## config.mk

```make
export PLATFORM = sky130hd
export DESIGN_NAME = crcfr_ctrl
export DESIGN_NICKNAME = d
export VERILOG_FILES = /design/src/design/crcfr_pkg.sv /design/src/design/crcfr_ctrl.sv
export SDC_FILE = /design/constraint.sdc
export NUM_CORES = 1
export LEC_CHECK = 0
export CORE_AREA = 8 8 45 47
export DETAILED_ROUTE_END_ITERATION = 8
export DIE_AREA = 0 0 53 55
export DONT_BUFFER_PORTS = 1
export GPL_ROUTABILITY_DRIVEN = 0
export MAX_ROUTING_LAYER = met4
export SLEW_MARGIN = 40
export SYNTH_ARGS = -nofsm -noshare
export SYNTH_HDL_FRONTEND = slang
export SYNTH_SLANG_ARGS = --single-unit
```

## constraint.sdc

```tcl
create_clock -name clk -period 1.4 [get_ports clk]
set_input_delay 0 -clock clk [delete_from_list [all_inputs] [get_ports clk]]
set_output_delay 0 -clock clk [all_outputs]
set_load 0.02 [all_outputs]
```

## src/design/crcfr_pkg.sv

```systemverilog
// Shared types, constants and the CRC-16 byte update for the frame receiver.
`timescale 1ns / 1ps

package crcfr_pkg;

  localparam int BUFFER_DEPTH_DEF = 32;

  localparam logic [7:0]  HDR_FIRST  = 8'h55;
  localparam logic [7:0]  HDR_SECOND = 8'hAA;
  localparam logic [15:0] CRC_INIT   = 16'hFFFF;
  localparam logic [15:0] CRC_POLY   = 16'hA001;

  localparam int CFG_IDX_W = 8;

  localparam logic [CFG_IDX_W-1:0] REG_DEVICE_ID_HIGH = CFG_IDX_W'(0);
  localparam logic [CFG_IDX_W-1:0] REG_DEVICE_ID_LOW  = CFG_IDX_W'(1);

  typedef enum logic [1:0] {
    ST_DATA    = 2'd0,
    ST_CRC_ERR = 2'd1,
    ST_LEN_ERR = 2'd2
  } status_t;

  typedef enum logic [3:0] {
    S_HUNT,
    S_HDR2,
    S_LEN,
    S_IDH,
    S_IDL,
    S_CMD,
    S_DATA,
    S_CRC,
    S_REP_RD,
    S_REP_OUT
  } state_t;

  typedef struct packed {
    logic    load_len;
    logic    store;
    logic    take_crc_hi;
    logic    rep_start;
    logic    rep_next;
    logic    emit;
    status_t emit_status;
  } cmd_t;

  typedef struct packed {
    logic hdr1_hit;
    logic hdr2_hit;
    logic len_too_big;
    logic id_hi_ok;
    logic id_lo_ok;
    logic store_full;
    logic crc_ok;
    logic len_zero;
    logic rep_last;
    logic out_free;
  } sts_t;

  function automatic logic [15:0] crc16_byte(input logic [15:0] crc, input logic [7:0] b);
    logic [15:0] c;
    c = crc ^ {8'h00, b};
    for (int i = 0; i < 8; i++) begin
      if (c[0]) begin
        c = (c >> 1) ^ CRC_POLY;
      end else begin
        c = c >> 1;
      end
    end
    return c;
  endfunction

endpackage

```

## src/design/crcfr_ctrl.sv

```systemverilog
// Frame parser state machine: issues datapath commands and the input handshake.
`timescale 1ns / 1ps

module crcfr_ctrl import crcfr_pkg::*; (
  input  logic clk,
  input  logic rst_n,
  input  logic in_valid,
  output logic in_ready,
  input  sts_t sts,
  output cmd_t cmd
);

  state_t state_r, state_nxt;
  logic   in_fire;

  assign in_ready = (state_r != S_REP_RD) && (state_r != S_REP_OUT) && sts.out_free;
  assign in_fire  = in_valid && in_ready;

  always_ff @(posedge clk) begin
    if (!rst_n) begin
      state_r <= S_HUNT;
    end else begin
      state_r <= state_nxt;
    end
  end

  always_comb begin
    state_nxt = state_r;
    unique case (state_r)
      S_HUNT: if (in_fire) state_nxt = sts.hdr1_hit ? S_HDR2 : S_HUNT;
      S_HDR2: if (in_fire) state_nxt = sts.hdr2_hit ? S_LEN : S_HUNT;
      S_LEN:  if (in_fire) state_nxt = sts.len_too_big ? S_HUNT : S_IDH;
      S_IDH:  if (in_fire) state_nxt = sts.id_hi_ok ? S_IDL : S_HUNT;
      S_IDL:  if (in_fire) state_nxt = sts.id_lo_ok ? S_CMD : S_HUNT;
      S_CMD:  if (in_fire) state_nxt = S_DATA;
      S_DATA: if (in_fire && sts.store_full) state_nxt = S_CRC;
      S_CRC: begin
        if (in_fire) begin
          state_nxt = (sts.crc_ok && !sts.len_zero) ? S_REP_RD : S_HUNT;
        end
      end
      S_REP_RD: state_nxt = S_REP_OUT;
      S_REP_OUT: begin
        if (sts.out_free) begin
          state_nxt = sts.rep_last ? S_HUNT : S_REP_RD;
        end
      end
      default: state_nxt = S_HUNT;
    endcase
  end

  always_comb begin
    cmd = '0;
    cmd.emit_status = ST_DATA;
    unique case (state_r)
      S_LEN: begin
        if (in_fire) begin
          if (sts.len_too_big) begin
            cmd.emit        = 1'b1;
            cmd.emit_status = ST_LEN_ERR;
          end else begin
            cmd.load_len = 1'b1;
          end
        end
      end
      S_IDH: cmd.store = in_fire && sts.id_hi_ok;
      S_IDL: cmd.store = in_fire && sts.id_lo_ok;
      S_CMD: cmd.store = in_fire;
      S_DATA: begin
        cmd.store       = in_fire && !sts.store_full;
        cmd.take_crc_hi = in_fire && sts.store_full;
      end
      S_CRC: begin
        if (in_fire) begin
          if (sts.crc_ok) begin
            cmd.rep_start = !sts.len_zero;
          end else begin
            cmd.emit        = 1'b1;
            cmd.emit_status = ST_CRC_ERR;
          end
        end
      end
      S_REP_OUT: begin
        if (sts.out_free) begin
          cmd.emit     = 1'b1;
          cmd.rep_next = 1'b1;
        end
      end
      default: cmd.emit_status = ST_DATA;
    endcase
  end

endmodule

```

Word level (Yosys, flattened, before mapping)
Index checks and enable logic that the tools add are counted.
{"block": "word_totals", "ff_bits": 4, "inputBits": 13, "out_inout_bits": 9, "elab_cells": 66}
{"block": "op_classes", "eq_ne": 20, "mux": 33, "n_reduce_logical": 12}
{"cell": "$mux W4", "n": 11}
{"cell": "$pmux W4 S10", "n": 1}
{"cell": "$mux W3", "n": 6}
{"cell": "$ne A2 B2 Y1 const B", "n": 9}
{"cell": "$eq A4 B3 Y1 const B", "n": 4}
{"cell": "$mux W1", "n": 9}
{"cell": "$reduce_and A9 Y1", "n": 1}
{"cell": "$eq A4 B2 Y1 const B", "n": 2}
{"cell": "$eq A4 B4 Y1 const B", "n": 2}
{"cell": "$logic_and A1 B1 Y1", "n": 8}
{"cell": "$ne A4 B4 Y1 const B", "n": 2}
{"cell": "$mux W2", "n": 3}
{"cell": "$eq A4 B1 Y1 const B", "n": 1}
{"cell": "$logic_not A4 Y1", "n": 1}
{"cell": "$pmux W1 S4", "n": 1}
{"cell": "$pmux W2 S2", "n": 1}
{"cell": "$pmux W1 S3", "n": 1}
{"cell": "$logic_not A1 Y1", "n": 2}

Longest topological paths before layout
Gate-level depths: netlist (run 1).
{"block": "depth", "ltp_word": 7, "ltp_mapped": 5, "ltp_nobuf": 4}

Worst setup path after synthesis (run 1)
OpenSTA, ideal clock, no wires.
{"block": "synth_path", "path_kind": "reg-to-output", "start": "register state_r[0]", "end": "output port cmd[0] (netlist bit)", "arrival_ns": 1.300, "t_required_ns": 1.400, "slack_ns": 0.100, "stages_incl_launch_ff": 4, "path_buffers": 1, "path_cell_list": "dfxtp_1 -> buf_6 -> nand2_1 -> nor4_1"}
{"element": "start: declaration", "line": "crcfr_ctrl.sv:13", "rtl": "state_t state_r, state_nxt;"}
{"element": "start signal: assignment", "line": "crcfr_ctrl.sv:23", "rtl": "state_r <= state_nxt;"}
{"element": "end: declaration", "line": "crcfr_ctrl.sv:10", "rtl": "output cmd_t cmd"}

==> flow_metrics.py, run 1 <==
metrics = {
    "cells_and_area": {
        "multi_input_area_um2": 467,
        "antennaDiodeCount": 0,
        "max_flop_register": "state_r",
        "drive_gt1_frac": 0.544,
        "fill_cells": 129,
        "utilization": 0.590,
        "largest_register_ffs": 4,
        "area_delta_synth_final_pct": 59.4,
        "nets": 105,
        "reg_top3": "state_r: 4 flops",
        "regArea_um2": 95.1,
    },
    "floorplanning": {
        "io_pins": 22,
        "die_area_mm2": 0.00292,
        "initial_utilization": 0.370,
        "die_x_um": 53,
        "fp.dieH_um": 55,
        "core_area_mm2": 0.00138,
        "rows": 14,
    },
    "timing": {
        "final_max_slew_viol_count": 0,
        "maxSlewHeadroom": 0.760,
        "min_period_ns": 1.42,
        "holdWs_ns": 0.108,
        "setup_viol": 1,
        "finalCritPeriodShare": 1.01,
        "skew_ns": 0.00502,
        "tightest_slew_ns": 0.355,
        "fmax_ghz": 0.705,
        "rsz0062_at_grt": "true",
        "fin_ws_ns": -0.0178,
        "finalHoldViolations": 0,
    },
    "pwr": {
        "ir_worst_vdd_v": 0.000350,
        "p_per_area_mw_per_mm2": 629,
        "swShare": 0.369,
        "pwr-share-clk": 0.286,
        "p_int_mw": 0.324,
        "share_comb_of_total_power": 0.433,
        "p_seq_frac": 0.281,
        "p_leak_nw": 0.307,
        "power_switching_mw": 0.189,
    },
    "setup_path": {
        "cp-start-kind": "register",
        "crit_fanout": 5,
        "crit_path_end_kind": "primary output",
        "crit_start": "state_r[2]$_SDFFE_PN0P_",
        "worstPathArrival_ns": 1.42,
        "required_ns": 1.40,
        "critical_path_class": "register to primary output",
        "rr_startpoint": "state_r[1]$_SDFFE_PN0P_",
    },
    "route": {
        "drt_pass1_iterations": 4,
        "wl_met1_um": 712,
        "ant_nets": 0,
        "drt-wirelength-per-cell_um": 18.2,
        "top_layer_used": "met4",
        "num_vias": 632,
        "drc": 0,
        "drt_wl_total_mm": 1.93,
        "drt_iter0_drc": 6,
        "dr_wl_met2_mm": 1.08,
        "wl_met3_um": 77,
        "avgViaCountPerCell": 5.96,
    },
    "global_route": {
        "antenna_found_initial": 0,
        "track_usage": 0.131,
        "grt_max_degree": 9,
        "grt_pass1_vias": 664,
        "grt.overflow.total": 0,
        "grt_first_pass_wirelength_mm": 2.79,
    },
    "clocking": {
        "clkLatencyLatePin_ns": 0.24,
        "cts_max_level": 1,
        "cts_buffer_depth": 2,
        "clk_pin_slew_ns": 0.04,
        "cts.sinks": 4,
        "cts.root.buffer_cell": "clkbuf_4",
        "cts_tree": "done",
        "cts_buffers": 3,
    },
    "synthesis": {
        "synth_cells": 67,
        "synth_edf_count": 0,
        "yosys_warnings": 0,
        "async_flop_share": 0,
        "synth_area_um2": 512,
        "synth_fp_nets": 80,
        "synth-seq-cells": 4,
        "synth_cell_types": 37,
        "ys_dominant_reg_cell": "dfxtp_1",
        "avgSynthCellArea_um2": 7.64,
        "yosysSeqAreaShare": 0.156,
    },
    "placement": {
        "dp_hpwl_mm": 1.20,
        "port_buffers": 0,
    },
    "hold_path": {
        "min_from": "in_valid",
        "hold_path.class": "primary input to register",
    },
    "run_status": {
        "violations": "negative setup slack",
        "status": "finished, violations left",
    },
    "run": {
        "max_cap_violations": 0,
    },
}
area by class of cell:
class | instances | share of cell area
repair buffers | 24 | 0.247
flip-flops and latches | 4 | 0.117
clock buffers | 3 | 0.0276
multi-input cells | 57 | 0.572
well taps | 16 | 0.0245
inverters | 2 | 0.0123
cells by family after synthesis:
logic type,Yosys count,synth area share
simple gates,34,0.369
compound gates,23,0.347
buf+inv,6,0.127
flops,4,0.156
metrics by stage:
| step | total power, mW | area (µm²) | setup WS (ns) | TNS [ns] | cells |
|---|---|---|---|---|---|
| 4_1_cts | 0.491 | 764 | -0.0225 | -0.0225 | 106 |
| 5_1_grt | 0.544 | 816 | -0.0820 | -0.191 | 106 |
| 6_report | 0.513 | 816 | -0.0178 | -0.0178 | 106 |
| 3_5_place_dp | 0.295 | 602 | 0.000361 | 0 | 96 |
| 2_1_floorplan | 0.268 | 512 | 0.0998 | 0 | 67 |
| 3_3_place_gp | 0.293 | 602 | 0.0356 | 0 | 96 |
routing by layer:
layer	track usage	vias to the layer above
met5	-	-
met4	0.0905	0
met3	0.0294	8
met2	0.250	23
met1	0.109	298
li1	-	303
worst max-delay path, cell delays in order, from the launching register on:
cell	delay (ns)
dfxtp_4	0.36
nand4b_1	0.24
o31ai_4	0.10
nand2_1	0.09
a221oi_2	0.21
buf_4	0.18
worst paths after layout:
kind | slack, ns | depth (start not counted) | to
worst max-delay path | -0.02 | 5 | cmd[6]
worst min-delay path | 0.11 | 3 | state_r[0]$_SDFFE_PN0P_
worst max register to register | 0 | 6 | state_r[3]$_SDFFE_PN0P_
worst min register to register | 0.60 | 2 | state_r[1]$_SDFFE_PN0P_
cells in the mapped netlist, drive strengths merged, types with 2 or more instances:
master / n / area (µm²)
a21oi: 8 / 47.6
nand2: 8 / 30.0
nor2: 5 / 26.3
buf: 4 / 57.6
dfxtp: 4 / 80.1
nand2b: 3 / 21.3
nor2b: 3 / 18.8
nor4: 3 / 18.8
a2111o: 2 / 22.5
and2: 2 / 12.5
and3: 2 / 12.5
inv: 2 / 7.50
nand3: 2 / 10.0
nor3: 2 / 10.0
o21ai: 2 / 10.0
o31ai: 2 / 20.0
power groups by stage:
stage          Sequential, mW  Combinational, mW  Clock (mW)
5_1_grt                 0.146              0.236       0.162
6_report                0.144              0.222       0.147
3_3_place_gp            0.148              0.145           0
4_1_cts                 0.142              0.201       0.148
2_1_floorplan           0.135              0.133           0
3_5_place_dp            0.148              0.146           0
placed cells by master (no fill, tap or decap), drive strengths merged, types with 2 or more instances in the layout:
cell    count
o31ai       2
nand2       8
and3        2
nor2b       3
a2111o      2
nor2        5
buf        23
a21oi       8
nor4        3
clkbuf      3
and2        2
nand2b      3
o21ai       2
dfxtp       4
nor3        2
nand3       2
inv         2
timing repair:
action,4_1_cts,5_1_grt
hold buffers,1,0
buffers inserted,6,0
pin swaps,5,4
resized for setup,19,13
hold endpoints to repair,4,0
setup endpoints to repair,8,8
(Power assumes the default switching activity.)
==> inputs of run 2 (changes only) <==
--- a/config.mk
+++ b/config.mk
@@ -11,6 +11,7 @@
 export DONT_BUFFER_PORTS = 1
 export GPL_ROUTABILITY_DRIVEN = 0
 export MAX_ROUTING_LAYER = met4
+export PLACE_DENSITY_LB_ADDON = 0.3
 export SLEW_MARGIN = 40
 export SYNTH_ARGS = -nofsm -noshare
 export SYNTH_HDL_FRONTEND = slang
==> flow_metrics.py, run 2 (synthesized netlist as in run 1, its figures left out) <==
metrics = {
    "clocking": {
        "cts.sinks": 4,
        "clkLatencyLatePin_ns": 0.23,
        "cts_buffer_depth": 2,
        "cts_max_level": 1,
        "cts_tree": "done",
        "clk_pin_slew_ns": 0.04,
        "cts_buffers": 3,
        "cts.root.buffer_cell": "clkbuf_4",
    },
    "placement": {
        "port_buffers": 0,
        "dp_hpwl_mm": 1.17,
    },
    "cells_and_area": {
        "max_flop_register": "state_r",
        "nets": 105,
        "final_cell_mix": "buf_4, nand2_1, a21oi_2, a21oi_1, buf_6",
        "reg_top3": "state_r: 4 flops",
        "largest_register_ffs": 4,
        "antennaDiodeCount": 0,
        "area_delta_synth_final_pct": 55.3,
        "drive_gt1_frac": 0.589,
        "final_common_cell": "buf_4",
        "fill_cells": 122,
        "utilization": 0.574,
    },
    "route": {
        "drt_wl_total_mm": 1.72,
        "drt_iter0_drc": 11,
        "drt_pass1_iterations": 4,
        "drc": 0,
        "drt-wirelength-per-cell_um": 16.2,
        "avgViaCountPerCell": 5.57,
        "num_vias": 590,
        "ant_nets": 0,
    },
    "timing": {
        "finalCritPeriodShare": 1.05,
        "fin_ws_ns": -0.0672,
        "finalHoldViolations": 0,
        "min_period_ns": 1.47,
        "setup_viol": 4,
        "maxSlewHeadroom": 0.799,
        "rsz0062_at_grt": "true",
        "final_max_slew_viol_count": 0,
        "tightest_slew_ns": 0.298,
        "skew_ns": 0.0000242,
        "fin_setup_tns_ns": -0.124,
        "fmax_ghz": 0.682,
    },
    "pwr": {
        "pwr-share-clk": 0.290,
        "p_int_mw": 0.315,
        "p_seq_frac": 0.300,
        "p_leak_nw": 0.295,
        "p_per_area_mw_per_mm2": 609,
        "swShare": 0.350,
        "share_comb_of_total_power": 0.410,
        "ir_worst_vdd_v": 0.000609,
        "fin_total_pwr_mw": 0.484,
        "power_switching_mw": 0.169,
    },
    "setup_path": {
        "cp_slowest_stage_delay_ns": 0.35,
        "crit_fanout": 5,
        "crit_chain": "buf_4 -> o31ai_2 -> nand2_1 -> a221oi_2 -> buf_4",
        "required_ns": 1.40,
        "critical_path_class": "register to primary output",
        "crit_buf_inv": 2,
        "crit_top_cell": "buf_4",
        "r2r_setup_slack_ns": 0.01,
        "cpMaxStageDelayCell": "dfxtp_4",
        "crit_path_end_kind": "primary output",
        "worstPathArrival_ns": 1.47,
        "cp-start-kind": "register",
        "path_delay_family": "compound AO/OA/AOI/OAI gates",
    },
    "floorplanning": {
        "initial_utilization": 0.370,
        "fp.dieH_um": 55,
        "io_pins": 22,
        "die_x_um": 53,
        "rows": 14,
        "die_area_mm2": 0.00292,
        "core_area_mm2": 0.00138,
    },
    "run": {
        "max_cap_violations": 0,
    },
    "global_route": {
        "grt_max_degree": 11,
        "track_usage": 0.122,
        "antenna_found_initial": 0,
        "grt_first_pass_wirelength_mm": 2.62,
        "grt.overflow.total": 0,
        "grt_pass1_vias": 571,
    },
    "run_status": {
        "violations": "negative setup slack",
        "status": "finished, violations left",
    },
    "hold_path": {
        "hold_path.class": "primary input to register",
    },
}
run 2: cell counts in the layout (fill, tap and decap cells not counted):
No cell type changed its count.
run 2: layout make-up:
type | count | area, µm² | area share
well taps | 16 | 20.0 | 0.0252
inverters | 2 | 7.51 | 0.00945
clock buffers | 3 | 22.5 | 0.0283
repair buffers | 24 | 198 | 0.249
multi-input cells | 57 | 457 | 0.575
flip-flops and latches | 4 | 90.1 | 0.113
run 2: stage by stage:
stage,cell area [µm²],hold WS [ns],setup WS [ns],cells
after CTS,712,0.0458,-0.0508,102
after global placement,602,0.155,0.0499,96
after global routing,795,0.0598,-0.156,106
final,795,0.0628,-0.0672,106
after detailed placement,602,0.159,0.00545,96
after floorplan,512,0.0781,0.0998,67
run 2: repair_timing:
| item | in CTS | in global routing |
|---|---|---|
| pin swaps | 6 | 5 |
| setup buffers | 2 | 4 |
| resized for setup | 16 | 14 |
| hold buffers | 1 | 0 |
| endpoints found under the setup margin | 8 | 10 |
| endpoints found under the hold margin | 4 | 0 |
run 2: final timing paths:
kind,from,end,cells past startpoint
setup / recovery,state_r[1]$_SDFFE_PN0P_,cmd[6],5
hold / removal,sts[1],state_r[3]$_SDFFE_PN0P_,3
setup reg to reg,state_r[1]$_SDFFE_PN0P_,state_r[0]$_SDFFE_PN0P_,6
hold reg to reg,state_r[0]$_SDFFE_PN0P_,state_r[0]$_SDFFE_PN0P_,2
run 2: worst reg2reg max path: cells and delay by family, from the launching register on:
family,cells,cell delay (ns)
compound gates,3,0.28
buf+inv,2,0.29
flops,1,0.35
simple gates,1,0.36
run 2: power by group through the flow:
stage	logic (mW)	clock network, mW	registers (mW)
4_1_cts	0.177	0.150	0.144
3_5_place_dp	0.152	0	0.145
5_1_grt	0.213	0.160	0.147
2_1_floorplan	0.133	0	0.135
3_3_place_gp	0.151	0	0.144
6_report	0.198	0.140	0.145
run 2: metal layers:
layer / GRT usage / part of all wire
met5: - / 0
met3: 0.0455 / 0.052
met1: 0.114 / 0.40
met4: 0.0259 / 0
met2: 0.232 / 0.55
