**src/design/crcfr_pkg.sv**
```systemverilog
// Shared types, constants and the CRC-16 byte update for the frame receiver.
`timescale 1ns / 1ps

package crcfr_pkg;

  localparam int BUFFER_DEPTH_DEF = 32;

  localparam logic [7:0]  HDR_FIRST  = 8'h55;
  localparam logic [7:0]  HDR_SECOND = 8'hAA;
  localparam logic [15:0] CRC_INIT   = 16'hFFFF;
  localparam logic [15:0] CRC_POLY   = 16'hA001;

  localparam int CFG_IDX_W = 8;

  localparam logic [CFG_IDX_W-1:0] REG_DEVICE_ID_HIGH = CFG_IDX_W'(0);
  localparam logic [CFG_IDX_W-1:0] REG_DEVICE_ID_LOW  = CFG_IDX_W'(1);

  typedef enum logic [1:0] {
    ST_DATA    = 2'd0,
    ST_CRC_ERR = 2'd1,
    ST_LEN_ERR = 2'd2
  } status_t;

  typedef enum logic [3:0] {
    S_HUNT,
    S_HDR2,
    S_LEN,
    S_IDH,
    S_IDL,
    S_CMD,
    S_DATA,
    S_CRC,
    S_REP_RD,
    S_REP_OUT
  } state_t;

  typedef struct packed {
    logic    load_len;
    logic    store;
    logic    take_crc_hi;
    logic    rep_start;
    logic    rep_next;
    logic    emit;
    status_t emit_status;
  } cmd_t;

  typedef struct packed {
    logic hdr1_hit;
    logic hdr2_hit;
    logic len_too_big;
    logic id_hi_ok;
    logic id_lo_ok;
    logic store_full;
    logic crc_ok;
    logic len_zero;
    logic rep_last;
    logic out_free;
  } sts_t;

  function automatic logic [15:0] crc16_byte(input logic [15:0] crc, input logic [7:0] b);
    logic [15:0] c;
    c = crc ^ {8'h00, b};
    for (int i = 0; i < 8; i++) begin
      if (c[0]) begin
        c = (c >> 1) ^ CRC_POLY;
      end else begin
        c = c >> 1;
      end
    end
    return c;
  endfunction

endpackage

```
**src/design/crcfr_dp.sv**
```systemverilog
// Frame datapath: ID registers, length and count, CRC, frame store, result register.
`timescale 1ns / 1ps

module crcfr_dp import crcfr_pkg::*; #(
  parameter int BUFFER_DEPTH = BUFFER_DEPTH_DEF
) (
  input  logic                 clk,
  input  logic                 rst_n,
  input  logic [7:0]           rx_byte,
  input  logic                 cfg_we,
  input  logic [CFG_IDX_W-1:0] cfg_index,
  input  logic [7:0]           cfg_data,
  input  cmd_t                 cmd,
  output sts_t                 sts,
  input  logic                 out_ready,
  output logic                 out_valid,
  output logic [7:0]           out_payload_byte,
  output logic [1:0]           out_status,
  output logic                 out_last
);

  localparam int AW = $clog2(BUFFER_DEPTH);
  localparam int CW = $clog2(BUFFER_DEPTH + 1);

  logic [7:0]    dev_id_hi_r, dev_id_lo_r;
  logic [AW-1:0] len_r, len_nxt;
  logic [CW-1:0] cnt_r, cnt_nxt;
  logic [15:0]   crc_r, crc_nxt;
  logic [7:0]    crc_hi_r;
  logic [AW-1:0] rep_idx_r, rep_idx_nxt;
  logic [7:0]    mem [BUFFER_DEPTH];
  logic [7:0]    mem_q_r;
  logic          mem_we;
  logic [AW-1:0] mem_waddr;

  logic          out_valid_r, out_valid_nxt;
  logic [7:0]    out_byte_r;
  logic [1:0]    out_status_r;
  logic          out_last_r;

  always_ff @(posedge clk) begin
    if (!rst_n) begin
      dev_id_hi_r <= 8'h00;
      dev_id_lo_r <= 8'h00;
    end else if (cfg_we) begin
      if (cfg_index == REG_DEVICE_ID_HIGH) dev_id_hi_r <= cfg_data;
      if (cfg_index == REG_DEVICE_ID_LOW)  dev_id_lo_r <= cfg_data;
    end
  end

  assign sts.hdr1_hit    = (rx_byte == HDR_FIRST);
  assign sts.hdr2_hit    = (rx_byte == HDR_SECOND);
  assign sts.len_too_big = (rx_byte > 8'(BUFFER_DEPTH - 1));
  assign sts.id_hi_ok    = (rx_byte == dev_id_hi_r);
  assign sts.id_lo_ok    = (rx_byte == dev_id_lo_r);
  assign sts.store_full  = (cnt_r > CW'(len_r));
  assign sts.crc_ok      = ({crc_hi_r, rx_byte} == crc_r);
  assign sts.len_zero    = (len_r == '0);
  assign sts.rep_last    = (rep_idx_r == len_r);
  assign sts.out_free    = !out_valid_r || out_ready;

  always_comb begin
    len_nxt     = len_r;
    cnt_nxt     = cnt_r;
    crc_nxt     = crc_r;
    rep_idx_nxt = rep_idx_r;
    mem_we      = 1'b0;
    mem_waddr   = cnt_r[AW-1:0];
    if (cmd.load_len) begin
      len_nxt   = rx_byte[AW-1:0];
      cnt_nxt   = CW'(1);
      crc_nxt   = crc16_byte(CRC_INIT, rx_byte);
      mem_we    = 1'b1;
      mem_waddr = '0;
    end else if (cmd.store) begin
      mem_we = (cnt_r < CW'(BUFFER_DEPTH));
      if (cnt_r <= CW'(len_r)) crc_nxt = crc16_byte(crc_r, rx_byte);
      if (cnt_r < CW'(BUFFER_DEPTH)) cnt_nxt = cnt_r + CW'(1);
    end
    if (cmd.rep_start) begin
      rep_idx_nxt = AW'(1);
    end else if (cmd.rep_next) begin
      rep_idx_nxt = rep_idx_r + AW'(1);
    end
  end

  always_ff @(posedge clk) begin
    if (!rst_n) begin
      len_r     <= '0;
      cnt_r     <= '0;
      crc_r     <= CRC_INIT;
      crc_hi_r  <= 8'h00;
      rep_idx_r <= '0;
    end else begin
      len_r     <= len_nxt;
      cnt_r     <= cnt_nxt;
      crc_r     <= crc_nxt;
      rep_idx_r <= rep_idx_nxt;
      if (cmd.take_crc_hi) crc_hi_r <= rx_byte;
    end
  end

  always_ff @(posedge clk) begin
    if (mem_we) mem[mem_waddr] <= rx_byte;
    mem_q_r <= mem[rep_idx_r];
  end

  always_comb begin
    out_valid_nxt = out_valid_r;
    if (cmd.emit) begin
      out_valid_nxt = 1'b1;
    end else if (out_ready) begin
      out_valid_nxt = 1'b0;
    end
  end

  always_ff @(posedge clk) begin
    if (!rst_n) begin
      out_valid_r <= 1'b0;
    end else begin
      out_valid_r <= out_valid_nxt;
    end
  end

  always_ff @(posedge clk) begin
    if (cmd.emit) begin
      out_status_r <= cmd.emit_status;
      if (cmd.emit_status == ST_DATA) begin
        out_byte_r <= mem_q_r;
        out_last_r <= sts.rep_last;
      end else begin
        out_byte_r <= 8'h00;
        out_last_r <= 1'b1;
      end
    end
  end

  assign out_valid        = out_valid_r;
  assign out_payload_byte = out_byte_r;
  assign out_status       = out_status_r;
  assign out_last         = out_last_r;

endmodule

```
**config.mk**
```make
export PLATFORM = sky130hd
export DESIGN_NAME = crcfr_dp
export DESIGN_NICKNAME = d
export VERILOG_FILES = /design/src/design/crcfr_pkg.sv /design/src/design/crcfr_dp.sv
export SDC_FILE = /design/constraint.sdc
export NUM_CORES = 1
export LEC_CHECK = 0
export ABC_AREA = 1
export ABC_CLOCK_PERIOD_IN_PS = 2400
export BUFFER_PORTS_ARGS = -buffer_cell sky130_fd_sc_hd__buf_2
export CAP_MARGIN = 0
export CORE_UTILIZATION = 40
export DETAILED_ROUTE_END_ITERATION = 10
export PLACE_DENSITY_LB_ADDON = 0.12
export SLEW_MARGIN = 30
export SYNTH_ARGS = -nofsm -noshare
export SYNTH_HDL_FRONTEND = slang
export SYNTH_SLANG_ARGS = --single-unit
export TNS_END_PERCENT = 50
```
**constraint.sdc**
```tcl
create_clock -name clk -period 2.4 [get_ports clk]
set_input_delay 0.72 -clock clk [delete_from_list [all_inputs] [get_ports clk]]
set_output_delay 0.72 -clock clk [all_outputs]
set_load 0.005 [all_outputs]
```
## Word level (Yosys, flattened, before mapping)

Memory sizes are Yosys's and may differ from the RTL's. A register that Yosys moved wholly into a read port is not among the register bits.
Index checks and enable logic that the tools add are counted.

- Logic and storage cells: 122
- Output and inout port bits: 22
- Input port bits: 36
- Bits in writable memories: 256
- Flip-flop bits (word level): 68
- Memories: 1

- Bitwise logic cells: 19
- Magnitude comparators: 4
- Add/sub/neg operators: 2
- Reduce and logical (&&, ||, !) cells: 17
- Multiplexer cells: 59
- Equal/unequal tests: 7

Memories:

| memory | depth | bits a word | rd ports | clocked after memory_dff | wr ports | RTL line | RTL |
|---|---|---|---|---|---|---|---|
| mem | 32 | 8 | 1 | 1 | 1 | crcfr_dp.sv:31 | `logic [7:0] mem [BUFFER_DEPTH];` |

Operators by type and width:

| cell | count |
|---|---|
| 16-bit 2-to-1 mux | 47 |
| 2-bit NOT with 3-bit output | 16 |
| 16-bit equality test | 1 |
| 8-bit equality test | 2 |
| 8-bit NOT with 16-bit output | 1 |
| 16-bit by 8-bit XOR with 16-bit output | 1 |
| 1-bit 2-to-1 mux | 11 |
| 2-bit AND reduction | 5 |
| 2-bit nonzero test | 5 |
| 8-bit by 1-bit equality test with 1-bit output (second input constant) | 1 |
| 8-bit by 7-bit equality test with 1-bit output (second input constant) | 1 |
| 8-bit equality test (second input constant) | 1 |
| 8-bit by 5-bit > comparator with 1-bit output (second input constant) | 1 |
| 8-bit logical NOT | 1 |
| 6-bit by 1-bit adder with 6-bit output (second input constant) | 1 |
| 6-bit by 5-bit > comparator with 1-bit output | 1 |
| 6-bit by 5-bit less-or-equal comparator with 1-bit output | 1 |
| 6-bit less-than comparator (second input constant) | 1 |
| 5-bit by 1-bit adder with 5-bit output (second input constant) | 1 |
| 5-bit equality test | 1 |
| 5-bit logical NOT | 1 |
| 5-bit 2-to-1 mux | 1 |
| 2-bit OR reduction | 2 |
| 2-bit logical NOT | 1 |
| 3 further kinds | 3 |

## Longest topological paths before layout

Gate-level depths: netlist (run 1).

- Word-level depth: 41
- Gate-level depth with buffers: 17
- Gate-level depth less buffers: 16

## Worst setup path after synthesis (run 1)

No wires, ideal clock.

- Path kind: input -> output
- From: input rx_byte[7]
- To: output sts[3] in the netlist's numbering
- Stages on the path: 6
- Required time: 1.680 ns
- Path slack: 0.010 ns
- Path buffers: 1
- Data arrival time: 1.670 ns
- Cell sequence: clkbuf_1 xnor2_1 inv_1 nor2_1 nand4_1 nor4_1

RTL lines:

| item | RTL line | RTL |
|---|---|---|
| from (decl) | crcfr_dp.sv:9 | `input logic [7:0] rx_byte,` |
| to (decl) | crcfr_dp.sv:14 | `output sts_t sts,` |

==> flow_summary.json, run 1 <==
{
  "num_antenna_cells": 0,
  "min_path_cells": 1,
  "required_ps": 1680,
  "clockRootBuffer": "clkbuf_16",
  "relSlewSlack": 0.686,
  "final_common_cell": "edfxtp_1",
  "synth_top_flop_cell": "edfxtp_1",
  "ir_worst_vdd_mv": 0.472,
  "yosys_warnings": 0,
  "violations": "setup timing",
  "yosys.area.top_type": "edfxtp_1",
  "htree_levels": 2,
  "skew_ps": 26.3,
  "clock.fmax_mhz": 390,
  "path_cells": "inv_1 -> nand2_1 -> nand2_2 -> ha_1 -> nand3_1 -> nor4_2 -> buf_4 -> buf_6",
  "path_class": "flip-flop to output port",
  "worstHoldPathType": "primary input to flip-flop",
  "grt_max_degree": 79,
  "worst_setup_path_start_kind": "flip-flop",
  "arrival_ps": 1840,
  "layout_common_cells": "267 x edfxtp_1, 224 x nor2_1, 169 x o21ai_0",
  "clk_path_buf_depth": 3,
  "synthAdderAreaFrac": 0.0195,
  "ys_types": 43,
  "yosys.area.top_type_share": 0.568,
  "start_util": 0.408,
  "hold_buffers": 0,
  "num_vias": 10051,
  "io-pin-count": 58,
  "path_buf_inv": 3,
  "p_per_area_nw_per_um2": 798,
  "setup_viol": 3,
  "crit_cells": 8,
  "syn_area_um2": 14100,
  "coreArea_um2": 34600,
  "drive_gt1_frac": 0.226,
  "p_leak_nw": 6.48,
  "status": "complete, but fails checks",
  "critPathSlowestCell": "dfxtp_1",
  "drt-initial-drc-count": 785,
  "worst_pin_slew_ps": 466,
  "crit_family": "simple AND/OR/NAND/NOR gates",
  "gp_congestion": 0.840,
  "synth_nets": 1313,
  "min_period_ps": 2560,
  "totalWireLength_um": 39300,
  "antenna_found_initial": 1,
  "clock-sinks": 332,
  "synthTopCellsByArea": "edfxtp_1 57%, dfxtp_1 9.2%, o21ai_0 6.1%, nor2_1 6.1%, o221ai_1 2.9%",
  "dpl.hpwl_um": 25900,
  "first_global_vias": 9881,
  "design_area_um2": 17400,
  "grt_usage": 0.221,
  "final_net_count": 1485,
  "hold_viol": 0,
  "antenna_left": 0,
  "timing.hold.ws_ps": 391,
  "rr_worst_depth": 16,
  "fp-row-count": 68,
  "synth_top_family_by_area": "compound AO/OA/AOI/OAI gates",
  "max-cap-violations": 0,
  "final.setup.worst_slack_ps": -161,
  "synth-simple-area-share": 0.123,
  "end_kind": "output port",
  "ys_seq_elements": 332,
  "max_stage_delay_ps": 330,
  "postPlaceCellArea_um2": 15700,
  "clock_latency_ps": 530,
  "grt_pass1_wl_um": 59600,
  "synthXorXnorAreaFrac": 0.0211,
  "maxSlewViolCount": 0,
  "dieArea_um2": 36000,
  "die_height_um": 190,
  "syn_avg_cell_area_um2": 11.2,
  "synthArstFlopShare": 0,
  "area_growth_pct": 23.1,
  "fin_crit_sh": 1.07,
  "place_worst_setup_slack_ps": -222,
  "power_mw": 13.9,
  "synth_compound_area_frac": 0.131,
  "die_w_um": 190,
  "crit_fanout": 3,
  "first_pass_iters": 5,
  "cts-buffers-inserted": 38,
  "cts_tree": "yes",
  "via_per_inst": 5.26,
  "cts.reportedPaths.clkPinSlew_ps": 60,
  "avgRoutedWirePerCell_um": 20.5,
  "muxShareOfSynthArea": 0,
  "overflow": 0,
  "io_buffers": 57,
  "synth_edf_count": 267,
  "syn_inst": 1255,
  "ys_seq_area_frac": 0.660,
  "drc": 0,
  "rsz0062_at_grt": "true"
}
==> path summary, 6_finish.rpt <==
check | startpoint | endpoint | slack, ps
worst max-delay path | crc_r[3] | sts[3] | -160
worst min-delay path | cmd[0] | out_status[0] | 390
worst max register to register | len_r[1] | crc_r[2] | 110
worst min register to register | out_valid | out_valid | 480
==> metal layers <==
| layer | share of wire | vias to the layer above | routed length [um] | GRT usage |
|---|---|---|---|---|
| met5 | 0 | - | 0 | 0 |
| met4 | 0.027 | 0 | 1050 | 0.0695 |
| met3 | 0.041 | 61 | 1610 | 0.0262 |
| met2 | 0.49 | 246 | 19100 | 0.373 |
| met1 | 0.45 | 4877 | 17600 | 0.296 |
| li1 | - | 4867 | - | - |
==> worst register-to-register path, delay by kind of cell, from the launching register on <==
| family | cells | cell delay, ps |
|---|---|---|
| flops | 1 | 360 |
| compound gates | 3 | 320 |
| fa+ha+maj | 1 | 260 |
| buf+inv | 8 | 830 |
| simple gates | 4 | 390 |
==> final cells by class <==
class,count,area [um^2]
Sequential cell,332,9340
Inverter,72,283
Clock inverter,21,290
Fill cell,3143,17200
Clock buffer,49,1060
Multi-Input combinational cell,779,4290
Timing Repair Buffer,204,1540
Tap cell,455,569
==> cell usage after synthesis (6+ instances only) <==
master,count
clkbuf_1,34
a31oi_1,8
edfxtp_1,267
buf_2,26
nand3_1,41
a21oi_1,31
nand2_2,6
o221ai_1,46
nor3_1,10
inv_1,66
nand4_1,11
xor2_1,13
nand2_1,104
a211oi_1,15
o22ai_1,20
o211ai_1,8
xnor2_1,21
buf_6,6
ha_1,22
dfxtp_1,65
o21ai_0,171
nor2_1,228
==> sequential cells by signal, summed over array words and instances (netlist names) <==
signal	cells
mem	256
crc_r	16
crc_hi_r	8
dev_id_hi_r	8
dev_id_lo_r	8
mem_q_r	8
out_payload_byte	8
cnt_r	6
len_r	5
rep_idx_r	5
out_status	2
out_last	1
out_valid	1
==> cells by family after synthesis <==
logic type,Yosys count
and+or+nand+nor,413
AOI/OAI and AO/OA,310
DFF,332
buffers and inverters,144
adders and majority gates,22
xor gates and xnor gates,34
==> repair_timing <==
action | 4_1_cts | 5_1_grt
setup buffers | 11 | 6
setup endpoints to repair | 8 | 24
endpoints found under the hold margin | 0 | 0
resized for setup | 40 | 29
pin swaps | 10 | 8
cloned | 0 | 0
==> where the power goes <==
part           switching (mW)  total (mW)  internal (mW)
Clock                    2.35        6.15           3.81
Sequential             0.0618        6.38           6.32
Combinational           0.825        1.34          0.516
==> through the flow <==
stage | std cells | util | TNS, ps
after floorplan | 1255 | - | 0
after global placement | 1826 | 0.452 | -705
after detailed placement | 1826 | 0.452 | -747
after CTS | 1907 | 0.498 | -484
after global routing | 1912 | 0.502 | -700
final | 1912 | 0.502 | -337
Power figures use the tool's default switching activity.
==> inputs of run 2 (changes only) <==
--- a/config.mk
+++ b/config.mk
@@ -9,7 +9,7 @@
 export ABC_CLOCK_PERIOD_IN_PS = 2400
 export BUFFER_PORTS_ARGS = -buffer_cell sky130_fd_sc_hd__buf_2
 export CAP_MARGIN = 0
-export CORE_UTILIZATION = 40
+export CORE_UTILIZATION = 55
 export DETAILED_ROUTE_END_ITERATION = 10
 export PLACE_DENSITY_LB_ADDON = 0.12
 export SLEW_MARGIN = 30
==> run 2 against run 1 <==
Against the previous run: the flow still finishes with violations (setup timing); count of clock-buffer cells in the layout rose by 1; largest power group unchanged; flip-flop and latch count did not move; critical path depth fell by 1; combinational power fell by 7%; fmax fell by 0.87%; critical endpoint unchanged; largest cell class unchanged; first-iteration DRC count rose by 39%; setup slack got worse by 22 ps; cell count fell by 9.0%; via count rose by 0.97%; clock skew fell by 17 ps; critical path type is now primary input to output port.
==> flow_summary.json, run 2 (synthesis gave the netlist of run 1 again) <==
{
  "status": "complete, but fails checks",
  "violations": "setup timing",
  "top_register": "mem",
  "maxSlewViolCount": 0,
  "timing.hold.ws_ps": 403,
  "design_area_um2": 16600,
  "hold_buffers": 0,
  "met1_length_um": 15800,
  "max-cap-violations": 0,
  "clock-sinks": 332,
  "io_buffers": 57,
  "grt_usage": 0.277,
  "dieArea_um2": 26300,
  "wl_met3_um": 2420,
  "arrival_ps": 1860,
  "largest_register_ffs": 256,
  "worstHoldPathType": "primary input to flip-flop",
  "grt_pass1_wl_um": 55000,
  "relSlewSlack": 0.588,
  "first_pass_iters": 5,
  "path_class": "primary input to output port",
  "worst_pin_slew_ps": 616,
  "ir_worst_vdd_mv": 0.460,
  "hold_viol": 0,
  "io-pin-count": 58,
  "final_net_count": 1441,
  "totalWireLength_um": 35700,
  "cts.reportedPaths.clkPinSlew_ps": 60,
  "required_ps": 1680,
  "start_util": 0.560,
  "placed_cells": 1670,
  "highest_layer": "met4",
  "grt_max_degree": 97,
  "num_vias": 10148,
  "avgRoutedWirePerCell_um": 20.5,
  "drt-initial-drc-count": 1092,
  "cts_tree": "yes",
  "p_per_area_nw_per_um2": 786,
  "reg_top3": "mem: 256 flops, crc_r: 16 flops",
  "clock_latency_ps": 510,
  "coreArea_um2": 25200,
  "layout_common_cells": "267 x edfxtp_1, 227 x nor2_1, 170 x o21ai_0",
  "tns_ps": -255,
  "fin_crit_sh": 1.08,
  "end_kind": "output port",
  "cts-buffers-inserted": 36,
  "clk_path_buf_depth": 3,
  "drive_gt1_frac": 0.190,
  "final.setup.worst_slack_ps": -183,
  "final_common_cell": "edfxtp_1",
  "p_leak_nw": 6.13,
  "fin_cells": 1740,
  "skew_ps": 9.76,
  "drc": 0,
  "die_height_um": 162,
  "antenna_found_initial": 1,
  "postPlaceCellArea_um2": 15300,
  "via_per_inst": 5.83,
  "die_w_um": 162,
  "wl_met2_um": 16700,
  "first_global_vias": 9501,
  "fp-row-count": 58,
  "crit_fanout": 3,
  "gp_congestion": 0.941,
  "antenna_left": 0,
  "overflow": 0,
  "worst_setup_path_start_kind": "primary input",
  "htree_levels": 2,
  "min_period_ps": 2580,
  "clockRootBuffer": "clkbuf_16",
  "dpl.hpwl_um": 22900,
  "setup_viol": 3,
  "rsz0062_at_grt": "true",
  "clock.fmax_mhz": 387,
  "power_mw": 13.1,
  "area_growth_pct": 17.9
}
==> run 2: report_power, final <==
group	switching [mW]	total [mW]	internal, mW
Clock	2.17	5.44	3.26
Combinational	0.797	1.25	0.454
Sequential	0.0664	6.39	6.32
==> run 2: final cells by class <==
class,instances,area (um^2)
tap,330,413
timing repair buffer,162,1170
clock inverter,14,155
sequential,332,9340
inverter,72,272
clock buffer,50,1010
multi-input combinational,779,4280
antenna,1,2.50
fill,1912,8540
==> run 2: final timing paths <==
kind / cells past startpoint / endpoint / slack, ps / startpoint
min reg2reg: 2 / out_valid / 490 / out_valid
max: 7 / sts[3] / -180 / rx_byte[1]
min: 1 / out_status[0] / 400 / cmd[0]
max reg2reg: 7 / mem_q_r[2] / 350 / rep_idx_r[0]
==> run 2: layer usage <==
metal | up-vias | GRT usage
li1 | 4774 | -
met1 | 4938 | 0.399
met3 | 56 | 0.0396
met2 | 380 | 0.439
met4 | 0 | 0.0785
met5 | - | 0
==> run 2: what timing repair did <==
| action | 4_1_cts | 5_1_grt |
|---|---|---|
| endpoints found under the setup margin | 5 | 7 |
| pin swaps | 6 | 3 |
| gates resized for setup | 34 | 17 |
| buffers inserted | 3 | 2 |
| gates cloned | 0 | 0 |
==> run 2: through the flow <==
stage	util	setup WS, ps
after floorplan	-	10.4
after global placement	0.606	-223
after detailed placement	0.606	-246
after CTS	0.657	-158
after global routing	0.661	-218
final	0.661	-183
==> run 2: critical path, stage by stage <==
cell and delay [ps]:
buf_2 140, xor2_1 190, inv_1 100, ha_1 170, nand3_2 90, nor4_2 280, buf_2 170
==> inputs of run 3 (changes only) <==
--- a/config.mk
+++ b/config.mk
@@ -9,9 +9,11 @@
 export ABC_CLOCK_PERIOD_IN_PS = 2400
 export BUFFER_PORTS_ARGS = -buffer_cell sky130_fd_sc_hd__buf_2
 export CAP_MARGIN = 0
+export CORE_MARGIN = 2
 export CORE_UTILIZATION = 55
 export DETAILED_ROUTE_END_ITERATION = 10
 export PLACE_DENSITY_LB_ADDON = 0.12
+export REMOVE_ABC_BUFFERS = 1
 export SLEW_MARGIN = 30
 export SYNTH_ARGS = -nofsm -noshare
 export SYNTH_HDL_FRONTEND = slang
==> run 3 against run 2 <==
Against the previous run: final area rose by 1.3%; combinational power rose by 6%; utilization rose by 0.89 points; the run still ends with setup timing left; largest cell class unchanged.
==> flow_summary.json, run 3 (synthesis gave the netlist of run 1 again) <==
{
  "power_mw": 12.9,
  "crit_path_frequent_cell": "inv_2",
  "fin_crit_sh": 1.06,
  "violations": "setup timing",
  "setup_viol": 4,
  "antenna_found_initial": 0,
  "num_vias": 10187,
  "antenna_left": 0,
  "fp-row-count": 58,
  "cts-buffers-inserted": 35,
  "coreArea_um2": 25200,
  "clock-sinks": 332,
  "arrival_ps": 1840,
  "status": "complete, but fails checks",
  "overflow": 0,
  "p_per_area_nw_per_um2": 763,
  "clockRootBuffer": "clkbuf_16",
  "hold_buffers": 0,
  "cts_tree": "yes",
  "dpl.hpwl_um": 23400,
  "crit_family": "simple AND/OR/NAND/NOR gates",
  "clk_path_buf_depth": 3,
  "grt_pass1_wl_um": 55000,
  "min_path_cells": 1,
  "clock.fmax_mhz": 391,
  "first_global_vias": 9738,
  "via_per_inst": 5.76,
  "path_buf_inv": 3,
  "skew_ps": 16.5,
  "rsz0062_at_grt": "true",
  "required_ps": 1680,
  "end_kind": "output port",
  "grt_usage": 0.272,
  "postPlaceCellArea_um2": 15400,
  "drc": 0,
  "htree_levels": 2,
  "worst_pin_slew_ps": 560,
  "grt_max_degree": 101,
  "crit_cells": 8,
  "first_pass_iters": 5,
  "final_common_cell": "edfxtp_1",
  "dieArea_um2": 27000,
  "die_w_um": 164,
  "drive_gt1_frac": 0.212,
  "clock_latency_ps": 520,
  "max_stage_delay_ps": 350,
  "largest_register_ffs": 256,
  "p_leak_nw": 6.29,
  "worstHoldPathType": "primary input to flip-flop",
  "area_growth_pct": 19.5,
  "multi_input_area_um2": 4280,
  "ir_worst_vdd_mv": 0.656,
  "path_class": "flip-flop to output port",
  "io-pin-count": 58,
  "n_fill_cell": 1903,
  "hold_viol": 0,
  "reg_top3": "mem: 256 flops, crc_r: 16 flops",
  "design_area_um2": 16900,
  "ff_latch_area_um2": 9340,
  "final_net_count": 1472,
  "drt-initial-drc-count": 876,
  "final.setup.worst_slack_ps": -156,
  "min_period_ps": 2560,
  "path_cells": "inv_2 -> ha_4 -> inv_2 -> o21bai_1 -> nand4_1 -> nand3_2 -> and2_4 -> buf_6",
  "totalWireLength_um": 35800,
  "maxSlewViolCount": 0,
  "layout_common_cells": "267 x edfxtp_1, 226 x nor2_1, 170 x o21ai_0",
  "crit_fanout": 2,
  "gp_congestion": 0.923,
  "die_height_um": 164,
  "cts.reportedPaths.clkPinSlew_ps": 60,
  "worst_setup_path_start_kind": "flip-flop",
  "avgRoutedWirePerCell_um": 20.2,
  "critPathSlowestCell": "dfxtp_2",
  "max-cap-violations": 0,
  "start_util": 0.560,
  "num_antenna_cells": 0,
  "top_register": "mem",
  "relSlewSlack": 0.622,
  "rr_worst_depth": 17,
  "io_buffers": 57
}
## run 3: cell count changes in the layout (fill, tap and decap cells not counted), moves of 3 or more
cell | previous run | this run
buf_4 | 98 | 127
clkinv_2 | 4 | 8
buf_6 | 2 | 9
buf_2 | 54 | 50
xnor2_2 | 3 | 8
xnor2_1 | 18 | 13
clkbuf_1 | 11 | 8
## run 3: power breakdown
group / leakage, nW / total, mW / switching [mW] / internal [mW]
clock: 0.535 / 5.17 / 2.16 / 3.01
sequential: 2.96 / 6.38 / 0.0613 / 6.32
combinational: 2.80 / 1.32 / 0.811 / 0.505
## run 3: stage by stage
step | hold slack (ps) | TNS (ps) | util | setup WS, ps | cells
2_1_floorplan | 460 | -21240 | - | -2010 | 1183
3_3_place_gp | 471 | -665 | 0.613 | -165 | 1692
3_5_place_dp | 479 | -659 | 0.613 | -154 | 1692
4_1_cts | 381 | -277 | 0.668 | -143 | 1767
5_1_grt | 385 | -1900 | 0.670 | -215 | 1770
6_report | 396 | -266 | 0.670 | -156 | 1770
## run 3: cell type report
| cell class | instances | area share |
|---|---|---|
| sequential | 332 | 0.554 |
| multi-input combinational | 779 | 0.254 |
| timing repair buffer | 194 | 0.0863 |
| clock buffer | 45 | 0.0560 |
| tap | 330 | 0.0245 |
| inverter | 72 | 0.0161 |
| clock inverter | 18 | 0.00913 |
## run 3: final timing paths
path              endpoint  slack, ps  startpoint
max                 sts[4]       -160    len_r[1]
max reg2reg      crc_r[11]         40    len_r[3]
min          out_status[1]        400      cmd[1]
min reg2reg      out_valid        490   out_valid
## run 3: metal layers
metal,vias to the layer above,track usage,share of wire,wire (um)
met3,60,0.0457,0.069,2480
met1,4905,0.371,0.42,15100
li1,4823,-,-,-
met4,0,0.0969,0.029,1050
met2,399,0.443,0.48,17100
met5,-,0,0,0
## run 3: what timing repair did
| item | 4_1_cts | 5_1_grt |
|---|---|---|
| pin swaps | 10 | 9 |
| resized for setup | 48 | 10 |
| setup buffers | 12 | 3 |
| setup endpoints to repair | 8 | 22 |
